`src/rtl/core/i2cm_pkg.sv`:
```
// Shared constants for the I2C master bit engine: sequencer state codes,
// field widths, register indexes and reset values. No dependencies.
`timescale 1ns / 1ps

package i2cm_pkg;

    localparam int unsigned StateW = 5;
    localparam int unsigned ByteW  = 8;
    localparam int unsigned OpW    = 3;
    localparam int unsigned BitW   = 3;

    // Sequencer state codes
    localparam logic [StateW-1:0] S_IDLE       = 5'd0;
    localparam logic [StateW-1:0] S_START_A    = 5'd1;
    localparam logic [StateW-1:0] S_START_B    = 5'd2;
    localparam logic [StateW-1:0] S_FINISH     = 5'd3;
    localparam logic [StateW-1:0] S_STOP_A     = 5'd4;
    localparam logic [StateW-1:0] S_WR_DATA    = 5'd5;
    localparam logic [StateW-1:0] S_WR_HIGH    = 5'd6;
    localparam logic [StateW-1:0] S_WR_LOW     = 5'd7;
    localparam logic [StateW-1:0] S_RD_HIGH    = 5'd8;
    localparam logic [StateW-1:0] S_RD_SAMPLE  = 5'd9;
    localparam logic [StateW-1:0] S_RD_ACKDATA = 5'd10;
    localparam logic [StateW-1:0] S_RD_ACKHIGH = 5'd11;
    localparam logic [StateW-1:0] S_RD_ACKLOW  = 5'd12;
    localparam logic [StateW-1:0] S_RD_ACKEND  = 5'd13;
    localparam logic [StateW-1:0] S_WA_REL     = 5'd14;
    localparam logic [StateW-1:0] S_WA_HIGH    = 5'd15;
    localparam logic [StateW-1:0] S_WA_POLL    = 5'd16;
    localparam logic [StateW-1:0] S_WA_OK      = 5'd17;
    localparam logic [StateW-1:0] S_WA_STOP    = 5'd18;

    // Command codes
    localparam logic [OpW-1:0] OP_NONE  = 3'd0;
    localparam logic [OpW-1:0] OP_START = 3'd1;
    localparam logic [OpW-1:0] OP_STOP  = 3'd2;
    localparam logic [OpW-1:0] OP_WRITE = 3'd3;
    localparam logic [OpW-1:0] OP_READ  = 3'd4;
    localparam logic [OpW-1:0] OP_WACK  = 3'd5;

    // Register indexes (bit 2 of the byte address)
    localparam logic REG_DELAY_COUNT = 1'b0;
    localparam logic REG_ACK_TIMEOUT = 1'b1;

    localparam logic [ByteW-1:0] DELAY_COUNT_RST = 8'd30;
    localparam logic [ByteW-1:0] ACK_TIMEOUT_RST = 8'd250;
    localparam logic [BitW-1:0]  LAST_BIT        = 3'd7;

endpackage

```
`src/rtl/core/i2c_master_bit_engine.sv`:
```
// I2C master bit engine: tick-driven SCL/SDA sequencer with an APB register port.
// Depends on i2cm_pkg (state codes, command codes, reset values).
`timescale 1ns / 1ps

//  channel | direction | handshake          | payload
//  --------+-----------+--------------------+---------------------------------------
//  s_      | in        | s_tvalid/s_tready  | opcode, tx_byte, send_ack, sda_level
//  m_      | out       | m_tvalid/m_tready  | scl, sda_release, busy, done, rx, err
//  apb     | in        | psel/penable       | delay_count @0x0, ack_timeout @0x4
//
// One item per cycle: each accepted item is one bus tick; the sequencer
// state and the result register update together on the accepting edge.
// The result register is the only stage; s_tready is high whenever it is
// empty or being drained, so a stalled m_ side holds the input back.
// Reset (synchronous, aresetn low) idles the sequencer with both lines high.

module i2c_master_bit_engine (
    input  logic        aclk,
    input  logic        aresetn,
    // s_tdata: [2:0] opcode, [10:3] tx_byte, [11] send_ack, [12] sda_level
    input  logic        s_tvalid,
    output logic        s_tready,
    input  logic [15:0] s_tdata,
    // m_tdata: [0] scl_level, [1] sda_release, [2] busy_res, [3] done_res,
    //          [11:4] rx_byte, [12] ack_error
    output logic        m_tvalid,
    input  logic        m_tready,
    output logic [15:0] m_tdata,
    input  logic        psel,
    input  logic        penable,
    input  logic        pwrite,
    input  logic [2:0]  paddr,
    input  logic [31:0] pwdata,
    output logic [31:0] prdata,
    output logic        pready
);

    localparam int unsigned SW = i2cm_pkg::StateW;
    localparam int unsigned BW = i2cm_pkg::ByteW;

    // Configuration registers
    logic [BW-1:0] delay_count_reg;
    logic [BW-1:0] ack_timeout_reg;

    // Sequencer state
    logic [SW-1:0]             state_reg,  state_next;
    logic [i2cm_pkg::BitW-1:0] bit_reg,    bit_next;
    logic [BW-1:0]             shift_reg,  shift_next;
    logic [BW-1:0]             dly_reg,    dly_next;
    logic [BW-1:0]             poll_reg,   poll_next;
    logic                      scl_reg,    scl_next;
    logic                      sda_reg,    sda_next;
    logic                      ackc_reg,   ackc_next;
    logic [BW-1:0]             rx_reg,     rx_next;
    logic                      err_reg,    err_next;
    logic                      done_next;

    // Result register
    logic        m_valid_reg;
    logic [15:0] m_data_reg;

    logic        accept;
    logic        cfg_wr;
    logic [i2cm_pkg::OpW-1:0] in_op;
    logic [BW-1:0]            in_tx;
    logic                     in_sack;
    logic                     in_sda;
    logic [BW-1:0]            dly_dec;

    assign in_op   = s_tdata[2:0];
    assign in_tx   = s_tdata[10:3];
    assign in_sack = s_tdata[11];
    assign in_sda  = s_tdata[12];

    // Take a new item whenever the result slot is free or emptying
    assign s_tready = !m_valid_reg || m_tready;
    assign accept   = s_tvalid && s_tready;
    assign m_tvalid = m_valid_reg;
    assign m_tdata  = m_data_reg;

    // APB: always ready, write on the access phase
    assign pready = 1'b1;
    assign cfg_wr = psel && penable && pwrite;
    assign prdata = (paddr[2] == i2cm_pkg::REG_ACK_TIMEOUT) ?
                    {24'd0, ack_timeout_reg} : {24'd0, delay_count_reg};

    always_ff @(posedge aclk) begin
        if (!aresetn) begin
            delay_count_reg <= i2cm_pkg::DELAY_COUNT_RST;
            ack_timeout_reg <= i2cm_pkg::ACK_TIMEOUT_RST;
        end else if (cfg_wr) begin
            if (paddr[2] == i2cm_pkg::REG_ACK_TIMEOUT) begin
                ack_timeout_reg <= pwdata[BW-1:0];
            end else begin
                delay_count_reg <= pwdata[BW-1:0];
            end
        end
    end

    assign dly_dec = (dly_reg != '0) ? dly_reg - 1'b1 : '0;

    // Next sequencer state for one tick
    always_comb begin
        state_next = state_reg;
        bit_next   = bit_reg;
        shift_next = shift_reg;
        dly_next   = dly_reg;
        poll_next  = poll_reg;
        scl_next   = scl_reg;
        sda_next   = sda_reg;
        ackc_next  = ackc_reg;
        rx_next    = rx_reg;
        err_next   = err_reg;
        done_next  = 1'b0;

        if (state_reg != i2cm_pkg::S_IDLE) begin
            dly_next = dly_dec;
            if (dly_dec == '0) begin
                // Step acts; most steps reload the half-phase delay
                dly_next = delay_count_reg;
                unique case (state_reg)
                    i2cm_pkg::S_START_A: begin
                        sda_next   = 1'b0;
                        state_next = i2cm_pkg::S_START_B;
                    end
                    i2cm_pkg::S_START_B: begin
                        scl_next   = 1'b0;
                        state_next = i2cm_pkg::S_FINISH;
                    end
                    i2cm_pkg::S_FINISH: begin
                        done_next  = 1'b1;
                        state_next = i2cm_pkg::S_IDLE;
                        dly_next   = '0;
                    end
                    i2cm_pkg::S_STOP_A: begin
                        sda_next   = 1'b1;
                        done_next  = 1'b1;
                        state_next = i2cm_pkg::S_IDLE;
                        dly_next   = '0;
                    end
                    i2cm_pkg::S_WR_DATA: begin
                        sda_next   = shift_reg[BW-1];
                        state_next = i2cm_pkg::S_WR_HIGH;
                    end
                    i2cm_pkg::S_WR_HIGH: begin
                        scl_next   = 1'b1;
                        state_next = i2cm_pkg::S_WR_LOW;
                    end
                    i2cm_pkg::S_WR_LOW: begin
                        scl_next   = 1'b0;
                        shift_next = {shift_reg[BW-2:0], 1'b0};
                        if (bit_reg == i2cm_pkg::LAST_BIT) begin
                            sda_next   = 1'b1;
                            state_next = i2cm_pkg::S_FINISH;
                        end else begin
                            bit_next   = bit_reg + 1'b1;
                            state_next = i2cm_pkg::S_WR_DATA;
                        end
                    end
                    i2cm_pkg::S_RD_HIGH: begin
                        scl_next   = 1'b1;
                        state_next = i2cm_pkg::S_RD_SAMPLE;
                    end
                    i2cm_pkg::S_RD_SAMPLE: begin
                        shift_next = {shift_reg[BW-2:0], in_sda};
                        scl_next   = 1'b0;
                        if (bit_reg == i2cm_pkg::LAST_BIT) begin
                            rx_next    = {shift_reg[BW-2:0], in_sda};
                            state_next = i2cm_pkg::S_RD_ACKDATA;
                        end else begin
                            bit_next   = bit_reg + 1'b1;
                            state_next = i2cm_pkg::S_RD_HIGH;
                        end
                    end
                    i2cm_pkg::S_RD_ACKDATA: begin
                        sda_next   = !ackc_reg;
                        state_next = i2cm_pkg::S_RD_ACKHIGH;
                    end
                    i2cm_pkg::S_RD_ACKHIGH: begin
                        scl_next   = 1'b1;
                        state_next = i2cm_pkg::S_RD_ACKLOW;
                    end
                    i2cm_pkg::S_RD_ACKLOW: begin
                        scl_next   = 1'b0;
                        state_next = i2cm_pkg::S_RD_ACKEND;
                    end
                    i2cm_pkg::S_RD_ACKEND: begin
                        sda_next   = 1'b1;
                        done_next  = 1'b1;
                        state_next = i2cm_pkg::S_IDLE;
                        dly_next   = '0;
                    end
                    i2cm_pkg::S_WA_REL: begin
                        sda_next   = 1'b1;
                        state_next = i2cm_pkg::S_WA_HIGH;
                    end
                    i2cm_pkg::S_WA_HIGH: begin
                        // First poll on the very next tick
                        scl_next   = 1'b1;
                        dly_next   = '0;
                        state_next = i2cm_pkg::S_WA_POLL;
                    end
                    i2cm_pkg::S_WA_POLL: begin
                        if (!in_sda) begin
                            scl_next   = 1'b0;
                            state_next = i2cm_pkg::S_WA_OK;
                        end else if (poll_reg >= ack_timeout_reg) begin
                            // Give up: drive SDA low under high SCL, then stop
                            sda_next   = 1'b0;
                            scl_next   = 1'b1;
                            state_next = i2cm_pkg::S_WA_STOP;
                        end else begin
                            poll_next  = poll_reg + 1'b1;
                        end
                    end
                    i2cm_pkg::S_WA_OK: begin
                        err_next   = 1'b0;
                        done_next  = 1'b1;
                        state_next = i2cm_pkg::S_IDLE;
                        dly_next   = '0;
                    end
                    i2cm_pkg::S_WA_STOP: begin
                        sda_next   = 1'b1;
                        err_next   = 1'b1;
                        done_next  = 1'b1;
                        state_next = i2cm_pkg::S_IDLE;
                        dly_next   = '0;
                    end
                    default: begin
                        // Unused codes drop back to idle silently
                        state_next = i2cm_pkg::S_IDLE;
                        dly_next   = '0;
                    end
                endcase
            end
        end else begin
            unique case (in_op)
                i2cm_pkg::OP_START: begin
                    sda_next   = 1'b1;
                    scl_next   = 1'b1;
                    dly_next   = delay_count_reg;
                    state_next = i2cm_pkg::S_START_A;
                end
                i2cm_pkg::OP_STOP: begin
                    sda_next   = 1'b0;
                    scl_next   = 1'b1;
                    dly_next   = delay_count_reg;
                    state_next = i2cm_pkg::S_STOP_A;
                end
                i2cm_pkg::OP_WRITE: begin
                    // Load the byte and put out its first bit on this tick
                    shift_next = in_tx;
                    bit_next   = '0;
                    sda_next   = in_tx[BW-1];
                    dly_next   = delay_count_reg;
                    state_next = i2cm_pkg::S_WR_HIGH;
                end
                i2cm_pkg::OP_READ: begin
                    // Release SDA and raise SCL for the first bit at once
                    shift_next = '0;
                    bit_next   = '0;
                    ackc_next  = in_sack;
                    sda_next   = 1'b1;
                    scl_next   = 1'b1;
                    dly_next   = delay_count_reg;
                    state_next = i2cm_pkg::S_RD_SAMPLE;
                end
                i2cm_pkg::OP_WACK: begin
                    poll_next  = '0;
                    scl_next   = 1'b0;
                    dly_next   = delay_count_reg;
                    state_next = i2cm_pkg::S_WA_REL;
                end
                default: begin
                    // No command, or a code without meaning: stay idle
                end
            endcase
        end
    end

    always_ff @(posedge aclk) begin
        if (!aresetn) begin
            state_reg <= i2cm_pkg::S_IDLE;
            bit_reg   <= '0;
            shift_reg <= '0;
            dly_reg   <= '0;
            poll_reg  <= '0;
            scl_reg   <= 1'b1;
            sda_reg   <= 1'b1;
            ackc_reg  <= 1'b0;
            rx_reg    <= '0;
            err_reg   <= 1'b0;
        end else if (accept) begin
            state_reg <= state_next;
            bit_reg   <= bit_next;
            shift_reg <= shift_next;
            dly_reg   <= dly_next;
            poll_reg  <= poll_next;
            scl_reg   <= scl_next;
            sda_reg   <= sda_next;
            ackc_reg  <= ackc_next;
            rx_reg    <= rx_next;
            err_reg   <= err_next;
        end
    end

    // Result slot: load on accept, drop once taken
    always_ff @(posedge aclk) begin
        if (!aresetn) begin
            m_valid_reg <= 1'b0;
        end else if (accept) begin
            m_valid_reg <= 1'b1;
        end else if (m_tready) begin
            m_valid_reg <= 1'b0;
        end
    end

    always_ff @(posedge aclk) begin
        if (accept) begin
            m_data_reg <= {3'd0, err_next, rx_next, done_next,
                           (state_next != i2cm_pkg::S_IDLE), sda_next, scl_next};
        end
    end

endmodule
```
`config.mk`:
```
export PLATFORM = sky130hd
export DESIGN_NAME = i2c_master_bit_engine
export DESIGN_NICKNAME = d
export VERILOG_FILES = /design/src/rtl/core/i2cm_pkg.sv /design/src/rtl/core/i2c_master_bit_engine.sv
export SDC_FILE = /design/constraint.sdc
export NUM_CORES = 1
export LEC_CHECK = 0
export ABC_AREA = 1
export BUFFER_PORTS_ARGS = -buffer_cell sky130_fd_sc_hd__buf_2
export CAP_MARGIN = 20
export CORE_AREA = 2 2 104 106
export DETAILED_ROUTE_END_ITERATION = 7
export DIE_AREA = 0 0 106 108
export GPL_TIMING_DRIVEN = 0
export PLACE_DENSITY_LB_ADDON = 0.08
export SETUP_SLACK_MARGIN = 0.3
export SYNTH_ARGS = -nofsm -noshare
export SYNTH_HDL_FRONTEND = slang
export SYNTH_SLANG_ARGS = --single-unit
```
`constraint.sdc`:
```
create_clock -name aclk -period 2 [get_ports aclk]
set_clock_uncertainty 0.05 [all_clocks]
set_input_delay 0.1 -clock aclk [delete_from_list [all_inputs] [get_ports aclk]]
set_output_delay 0.1 -clock aclk [all_outputs]
set_load 0.01 [all_outputs]
```
**Word level (Yosys, flattened, before mapping)**

Cells that the tools add are included.
Widths: inputs -> output; s select.

- Flip-flop bits (word level): 74
- Input bits: 58
- Output and inout port bits: 51

- Add/sub/neg operators: 3
- Magnitude comparators: 1
- Equality and inequality tests: 31
- Mux-type cells: 52
- Bitwise logic cells: 2
- Reductions and logical operators: 33

Operators by type and width:

| operator | number |
|---|---|
| $mux 8 | 18 |
| $pmux 5 s13 | 1 |
| $eq 5x4->1 const B | 8 |
| $pmux 8 s2 | 2 |
| $pmux 5 s5 | 1 |
| $eq 5x3->1 const B | 4 |
| $mux 5 | 4 |
| $mux 3 | 6 |
| $eq 5x5->1 const B | 3 |
| $mux 1 | 14 |
| $reduce_or 12->1 | 1 |
| $reduce_or 4->1 | 3 |
| $eq 5x2->1 const B | 2 |
| $reduce_bool 5->1 | 2 |
| $reduce_or 5->1 | 2 |
| $eq 3x3->1 const B | 3 |
| $add 8x1->8 const B | 1 |
| $ge 8x8->1 | 1 |
| $logic_not 8->1 | 1 |
| $ne 2x2->1 const B | 4 |
| $reduce_and 2->1 | 4 |
| $reduce_bool 2->1 | 4 |
| $reduce_bool 8->1 | 1 |
| $sub 8x1->8 const B | 1 |
| other kinds (21) | 31 |

**Depth between registers and ports, before layout**

- Word-level depth: 7
- Gate-level depth with buffers: 16
- Depth with buffers taken out: 16

**Worst setup path after synthesis**

No wires, ideal clock.

- Kind: register to register
- Start: register dly_reg[0]
- End: register m_data_reg[2] (netlist: m_tdata[2]), data pin
- Data arrival time: 1.782 ns
- Data required time: 1.690 ns
- Slack: -0.092 ns
- Stages on the path, launching flop included: 15
- Path buffers: 1
- Period minus slack after synthesis: 2.092 ns
- Cell sequence: dfxtp_1 > inv_1 > ha_1 > nand2_1 > nor2_4 > nand2_4 > nand2_2 > nand2_2 > nor2_4 > nand3_4 > buf_6 > nand2_1 > nand3_1 > nor2_1 > nand3_1

- Word-level cells in the longest chain between the ends: 6
- Elaborated cells on any way between the ends: 7
- Those cells by class: add/sub (1); mux (3); reduce/logical (3)

RTL lines:

| element | RTL line | text |
|---|---|---|
| start: declaration | i2c_master_bit_engine.sv:49 | `logic [BW-1:0] dly_reg, dly_next;` |
| start signal: assignment | i2c_master_bit_engine.sv:297 | `dly_reg <= dly_next;` |
| $sub 8x1->8 / $reduce_bool 8->1 (equally long branches) | i2c_master_bit_engine.sv:100 | `assign dly_dec = (dly_reg != '0) ? dly_reg - 1'b1 : '0;` |
| $mux 8 (*) | i2c_master_bit_engine.sv:100 |  |
| $logic_not 8->1 (*) | i2c_master_bit_engine.sv:118 | `if (dly_dec == '0) begin` |
| $mux 5 (*) | i2c_master_bit_engine.sv:118 |  |
| $mux 5 (*) | i2c_master_bit_engine.sv:116 | `if (state_reg != i2cm_pkg::S_IDLE) begin` |
| $reduce_bool 5->1 (*) | i2c_master_bit_engine.sv:321 | `(state_next != i2cm_pkg::S_IDLE), sda_next, scl_next};` |
| end signal: assignment | i2c_master_bit_engine.sv:320 | `m_data_reg <= {3'd0, err_next, rx_next, done_next,` |
| end: declaration | i2c_master_bit_engine.sv:60 | `logic [15:0] m_data_reg;` |

Every way passes the cells marked *; elsewhere a longest branch is shown, timed or not.
A chain may end at the register's enable or synchronous reset.

**Worst setup path after layout**

- Start: register dly_reg[1]
- End: register m_data_reg[2] (netlist: m_tdata[2]), data pin

Same word-level chain as after synthesis.

==> results by group <==
Run status
  – Status: finished with violations
  – Failing checks: setup timing

Clock network
  – TritonCTS sink count: 74
  – Clock Path Buffers: 2
  – TritonCTS clock tree: done
  – H-Tree Level Count: 3
  – Clock Latency Late Sink: roughly 360 ps
  – Clock transition at path regs: 90 ps
  – Root buf cell: clkbuf_8
  – CTS Buf Count: 9

STA
  – Highest clock rate: 476 MHz
  – Tcrit/Tclk final: 105%
  – RSZ-0062 raised after global routing: yes
  – Slew margin rel.: 58.9%
  – Slew @ Worst Pin: 613 ps
  – Final hold viol count: 0
  – Final-report max-slew violation count: 0
  – Min Tclk post-route: ~2100 ps
  – Final Setup Violations: 35
  – Worst Setup Slack, final: -100 ps

Route
  – Initial DRC Count: 373
  – Detailed-route DRC error count: 0
  – Vias per inst: roughly 5.2
  – Avg WL per Cell: 14.4 µm
  – Vias: 5268
  – Antenna viol nets, final: 0
  – Pre-antenna DRT Iters: 5
  – WL final: 14.5 mm

Floorplan
  – Site Rows: 37
  – Die area: 0.0114 mm²
  – Die Ht: 108 µm
  – Initial Utilization: 48.9%
  – Num ports: 109
  – CORE AREA: ~0.010 mm²
  – Die width: 106 µm

Logic synthesis
  – Number of synthesized flops with an enable pin: 13
  – Synth Instances: 738
  – Most used DFF post-synth: dfxtp_1
  – Post-synth ARST share: 0%
  – Sequential area share after synthesis: 32.2%
  – Synthesized area: 0.00500 mm²
  – Number of synthesized register bits: 74
  – Avg Inst Size Synth: 6.78 µm²
  – Post-synth cell types: 48
  – Number of warnings issued by yosys: 0

Pwr
  – Pleak: 3.22 nW
  – Worst VDD drop: about 480 µV
  – Cell Pwr Density: 725 mW/mm²

Run
  – Max Cap Viol: 0

Place
  – Estimated wirelength of the detail-placed design: 10.1 mm
  – PortBufs: 50
  – Placer congestion estimate: 0.937
  – Placed Instances: 950

Setup path
  – Critical-path maximum fanout: 8
  – Worst path arrival time: 2160 ps
  – CP Launch Type: flop
  – Critical Path RT: just over 2000 ps
  – Setup crit end kind: flop
  – Crit path kind: flop to flop

Finish
  – Final core utilization: 64.4%
  – Max reg flops: 13
  – Area Growth Syn to Fin: 31.6%
  – # nets final: 939
  – Final-layout fill cell count: 904
  – Antenna diodes: 0
  – Share of cells above drive strength 1: 29.1%
  – Post-route insts no fill: 1008

Hold path
  – Hold Path Class: input pin to flop

Global route
  – Vias in the first global route: 4856
  – Initial antenna violation count: 0
  – First-pass GRT wire length: 22.9 mm
  – GR Util All Layers: around 25%
  – Total gr overflow: 0
  – Largest net degree at the start of global routing: 23
-- placed cells by master (no fill, tap or decap), types with 3 or more instances in the layout --
cell type / synthesis / routed
a211oi_1: 6 / 5
a21oi_1: 57 / 55
buf_12: 0 / 7
buf_2: 9 / 58
buf_4: 29 / 48
buf_6: 3 / 5
clkbuf_1: 13 / 12
clkbuf_8: 0 / 9
conb_1: 2 / 28
dfxtp_1: 61 / 50
dfxtp_2: 0 / 10
dlygate4sd3_1: 0 / 10
edfxtp_1: 13 / 13
ha_1: 14 / 11
ha_4: 0 / 3
inv_1: 82 / 79
inv_2: 11 / 11
inv_4: 1 / 5
nand2_1: 172 / 146
nand2_2: 4 / 20
nand2_4: 3 / 12
nand3_1: 41 / 33
nand3_2: 3 / 8
nand3_4: 2 / 6
nand4_1: 17 / 17
nor2_1: 67 / 63
nor2_2: 4 / 5
nor2_4: 4 / 8
nor3_1: 5 / 4
nor3_2: 3 / 4
o21ai_0: 60 / 59
o21ai_1: 13 / 11
o21ai_2: 9 / 9
o21ai_4: 0 / 3
xnor2_1: 4 / 4
xor2_1: 3 / 3
-- timing repair --
action,CTS,global route
resized for setup,54,40
pin swaps,32,17
endpoints found under the hold margin,14,0
setup buffers,13,13
hold buffers,10,0
cloned,2,4
endpoints found under the setup margin,70,70
-- stage by stage --
step	power (mW)	setup TNS, ps	area (µm²)	hold slack [ps]	setup WS, ps
CTS	4.57	-1180	6290	16.4	-91.0
global route	5.03	-6390	6580	27.6	-224
finish	4.78	-1410	6580	38.8	-100
floorplan	2.71	0	5150	176	36.1
global placement	3.01	-1470	5570	286	-161
detailed placement	3.04	-2180	5570	295	-176
-- cells in the mapped netlist (2+ instances only) --
cell / instances / area share (%)
a211oi_1: 6 / 0.90
a21oi_1: 57 / 5.7
a31oi_1: 2 / 0.25
buf_1: 2 / 0.15
buf_2: 9 / 0.90
buf_4: 29 / 4.4
buf_6: 3 / 0.68
clkbuf_1: 13 / 0.98
conb_1: 2 / 0.15
dfxtp_1: 61 / 24
edfxtp_1: 13 / 7.8
ha_1: 14 / 3.5
inv_1: 82 / 6.2
inv_2: 11 / 0.83
nand2_1: 172 / 13
nand2_2: 4 / 0.50
nand2_4: 3 / 0.68
nand3_1: 41 / 4.1
nand3_2: 3 / 0.60
nand3_4: 2 / 0.70
nand3b_1: 2 / 0.30
nand4_1: 17 / 2.1
nor2_1: 67 / 5.0
nor2_2: 4 / 0.50
nor2_4: 4 / 0.90
nor3_1: 5 / 0.50
nor3_2: 3 / 0.60
o21ai_0: 60 / 6.0
o21ai_1: 13 / 1.3
o21ai_2: 9 / 1.6
o21bai_1: 2 / 0.30
o22ai_1: 2 / 0.25
xnor2_1: 4 / 0.70
xor2_1: 3 / 0.53
-- logic make-up after synthesis --
family          count (synthesis)  synth area share, %
xor+xnor                        7                 1.23
flops                          74                 32.2
simple gates                  331                 30.6
other cells                     2                0.150
fa+ha+maj                      14                 3.50
compound gates                157                 17.6
buf+inv                       153                 14.7
-- layout make-up --
cell class	count	area [µm²]	share of cell area, %
buffer	57	409	6.21
clock buffer	9	124	1.88
clock inverter	7	98.8	1.50
inverter	96	380	5.78
multi-input combinational	540	3100	47.1
sequential	74	1630	24.7
tap	136	170	2.58
timing repair buffer	89	673	10.2
-- path summary, 6_finish.rpt --
kind / startpoint / slack [ps] / to / cells past startpoint
min reg2reg: ackc_reg$_SDFFE_PN0P_ / 430 / ackc_reg$_SDFFE_PN0P_ / 2
max reg2reg: dly_reg[1]$_SDFFE_PN0P_ / -100 / m_tdata[2]$_DFFE_PP_ / 14
min: aresetn / 40 / poll_reg[0]$_SDFFE_PN0P_ / 3
max: dly_reg[1]$_SDFFE_PN0P_ / -100 / m_tdata[2]$_DFFE_PP_ / 14
-- power breakdown --
group,internal (mW),leakage [nW],switching [mW]
clock,0.711,0.110,0.630
sequential,1.62,0.630,0.0743
combinational,0.704,2.48,1.03
total,3.04,3.22,1.74
-- per-layer routing --
metal | vias to the layer above | wire length (µm) | global-route usage, % | part of all wire [%]
li1 | 2613 | - | - | -
met1 | 2447 | 6190 | 31.0 | 43
met5 | - | 0 | 0 | 0
met2 | 187 | 7240 | 44.4 | 50
met4 | 0 | 300 | 9.77 | 2.1
met3 | 21 | 806 | 4.04 | 5.5
-- worst max-delay path: stages, from the launching register on --
cell	delay (ps)
dfxtp_2	340
inv_2	60
ha_4	150
nand2_4	50
nor2_4	140
nand2_4	140
nand2_4	110
nand2_4	50
nor2_4	110
nand3_4	140
buf_6	180
nand2_1	70
nand3_2	80
nor2_2	90
nand3_1	80
Note: power is estimated with default switching activity, not from simulation.
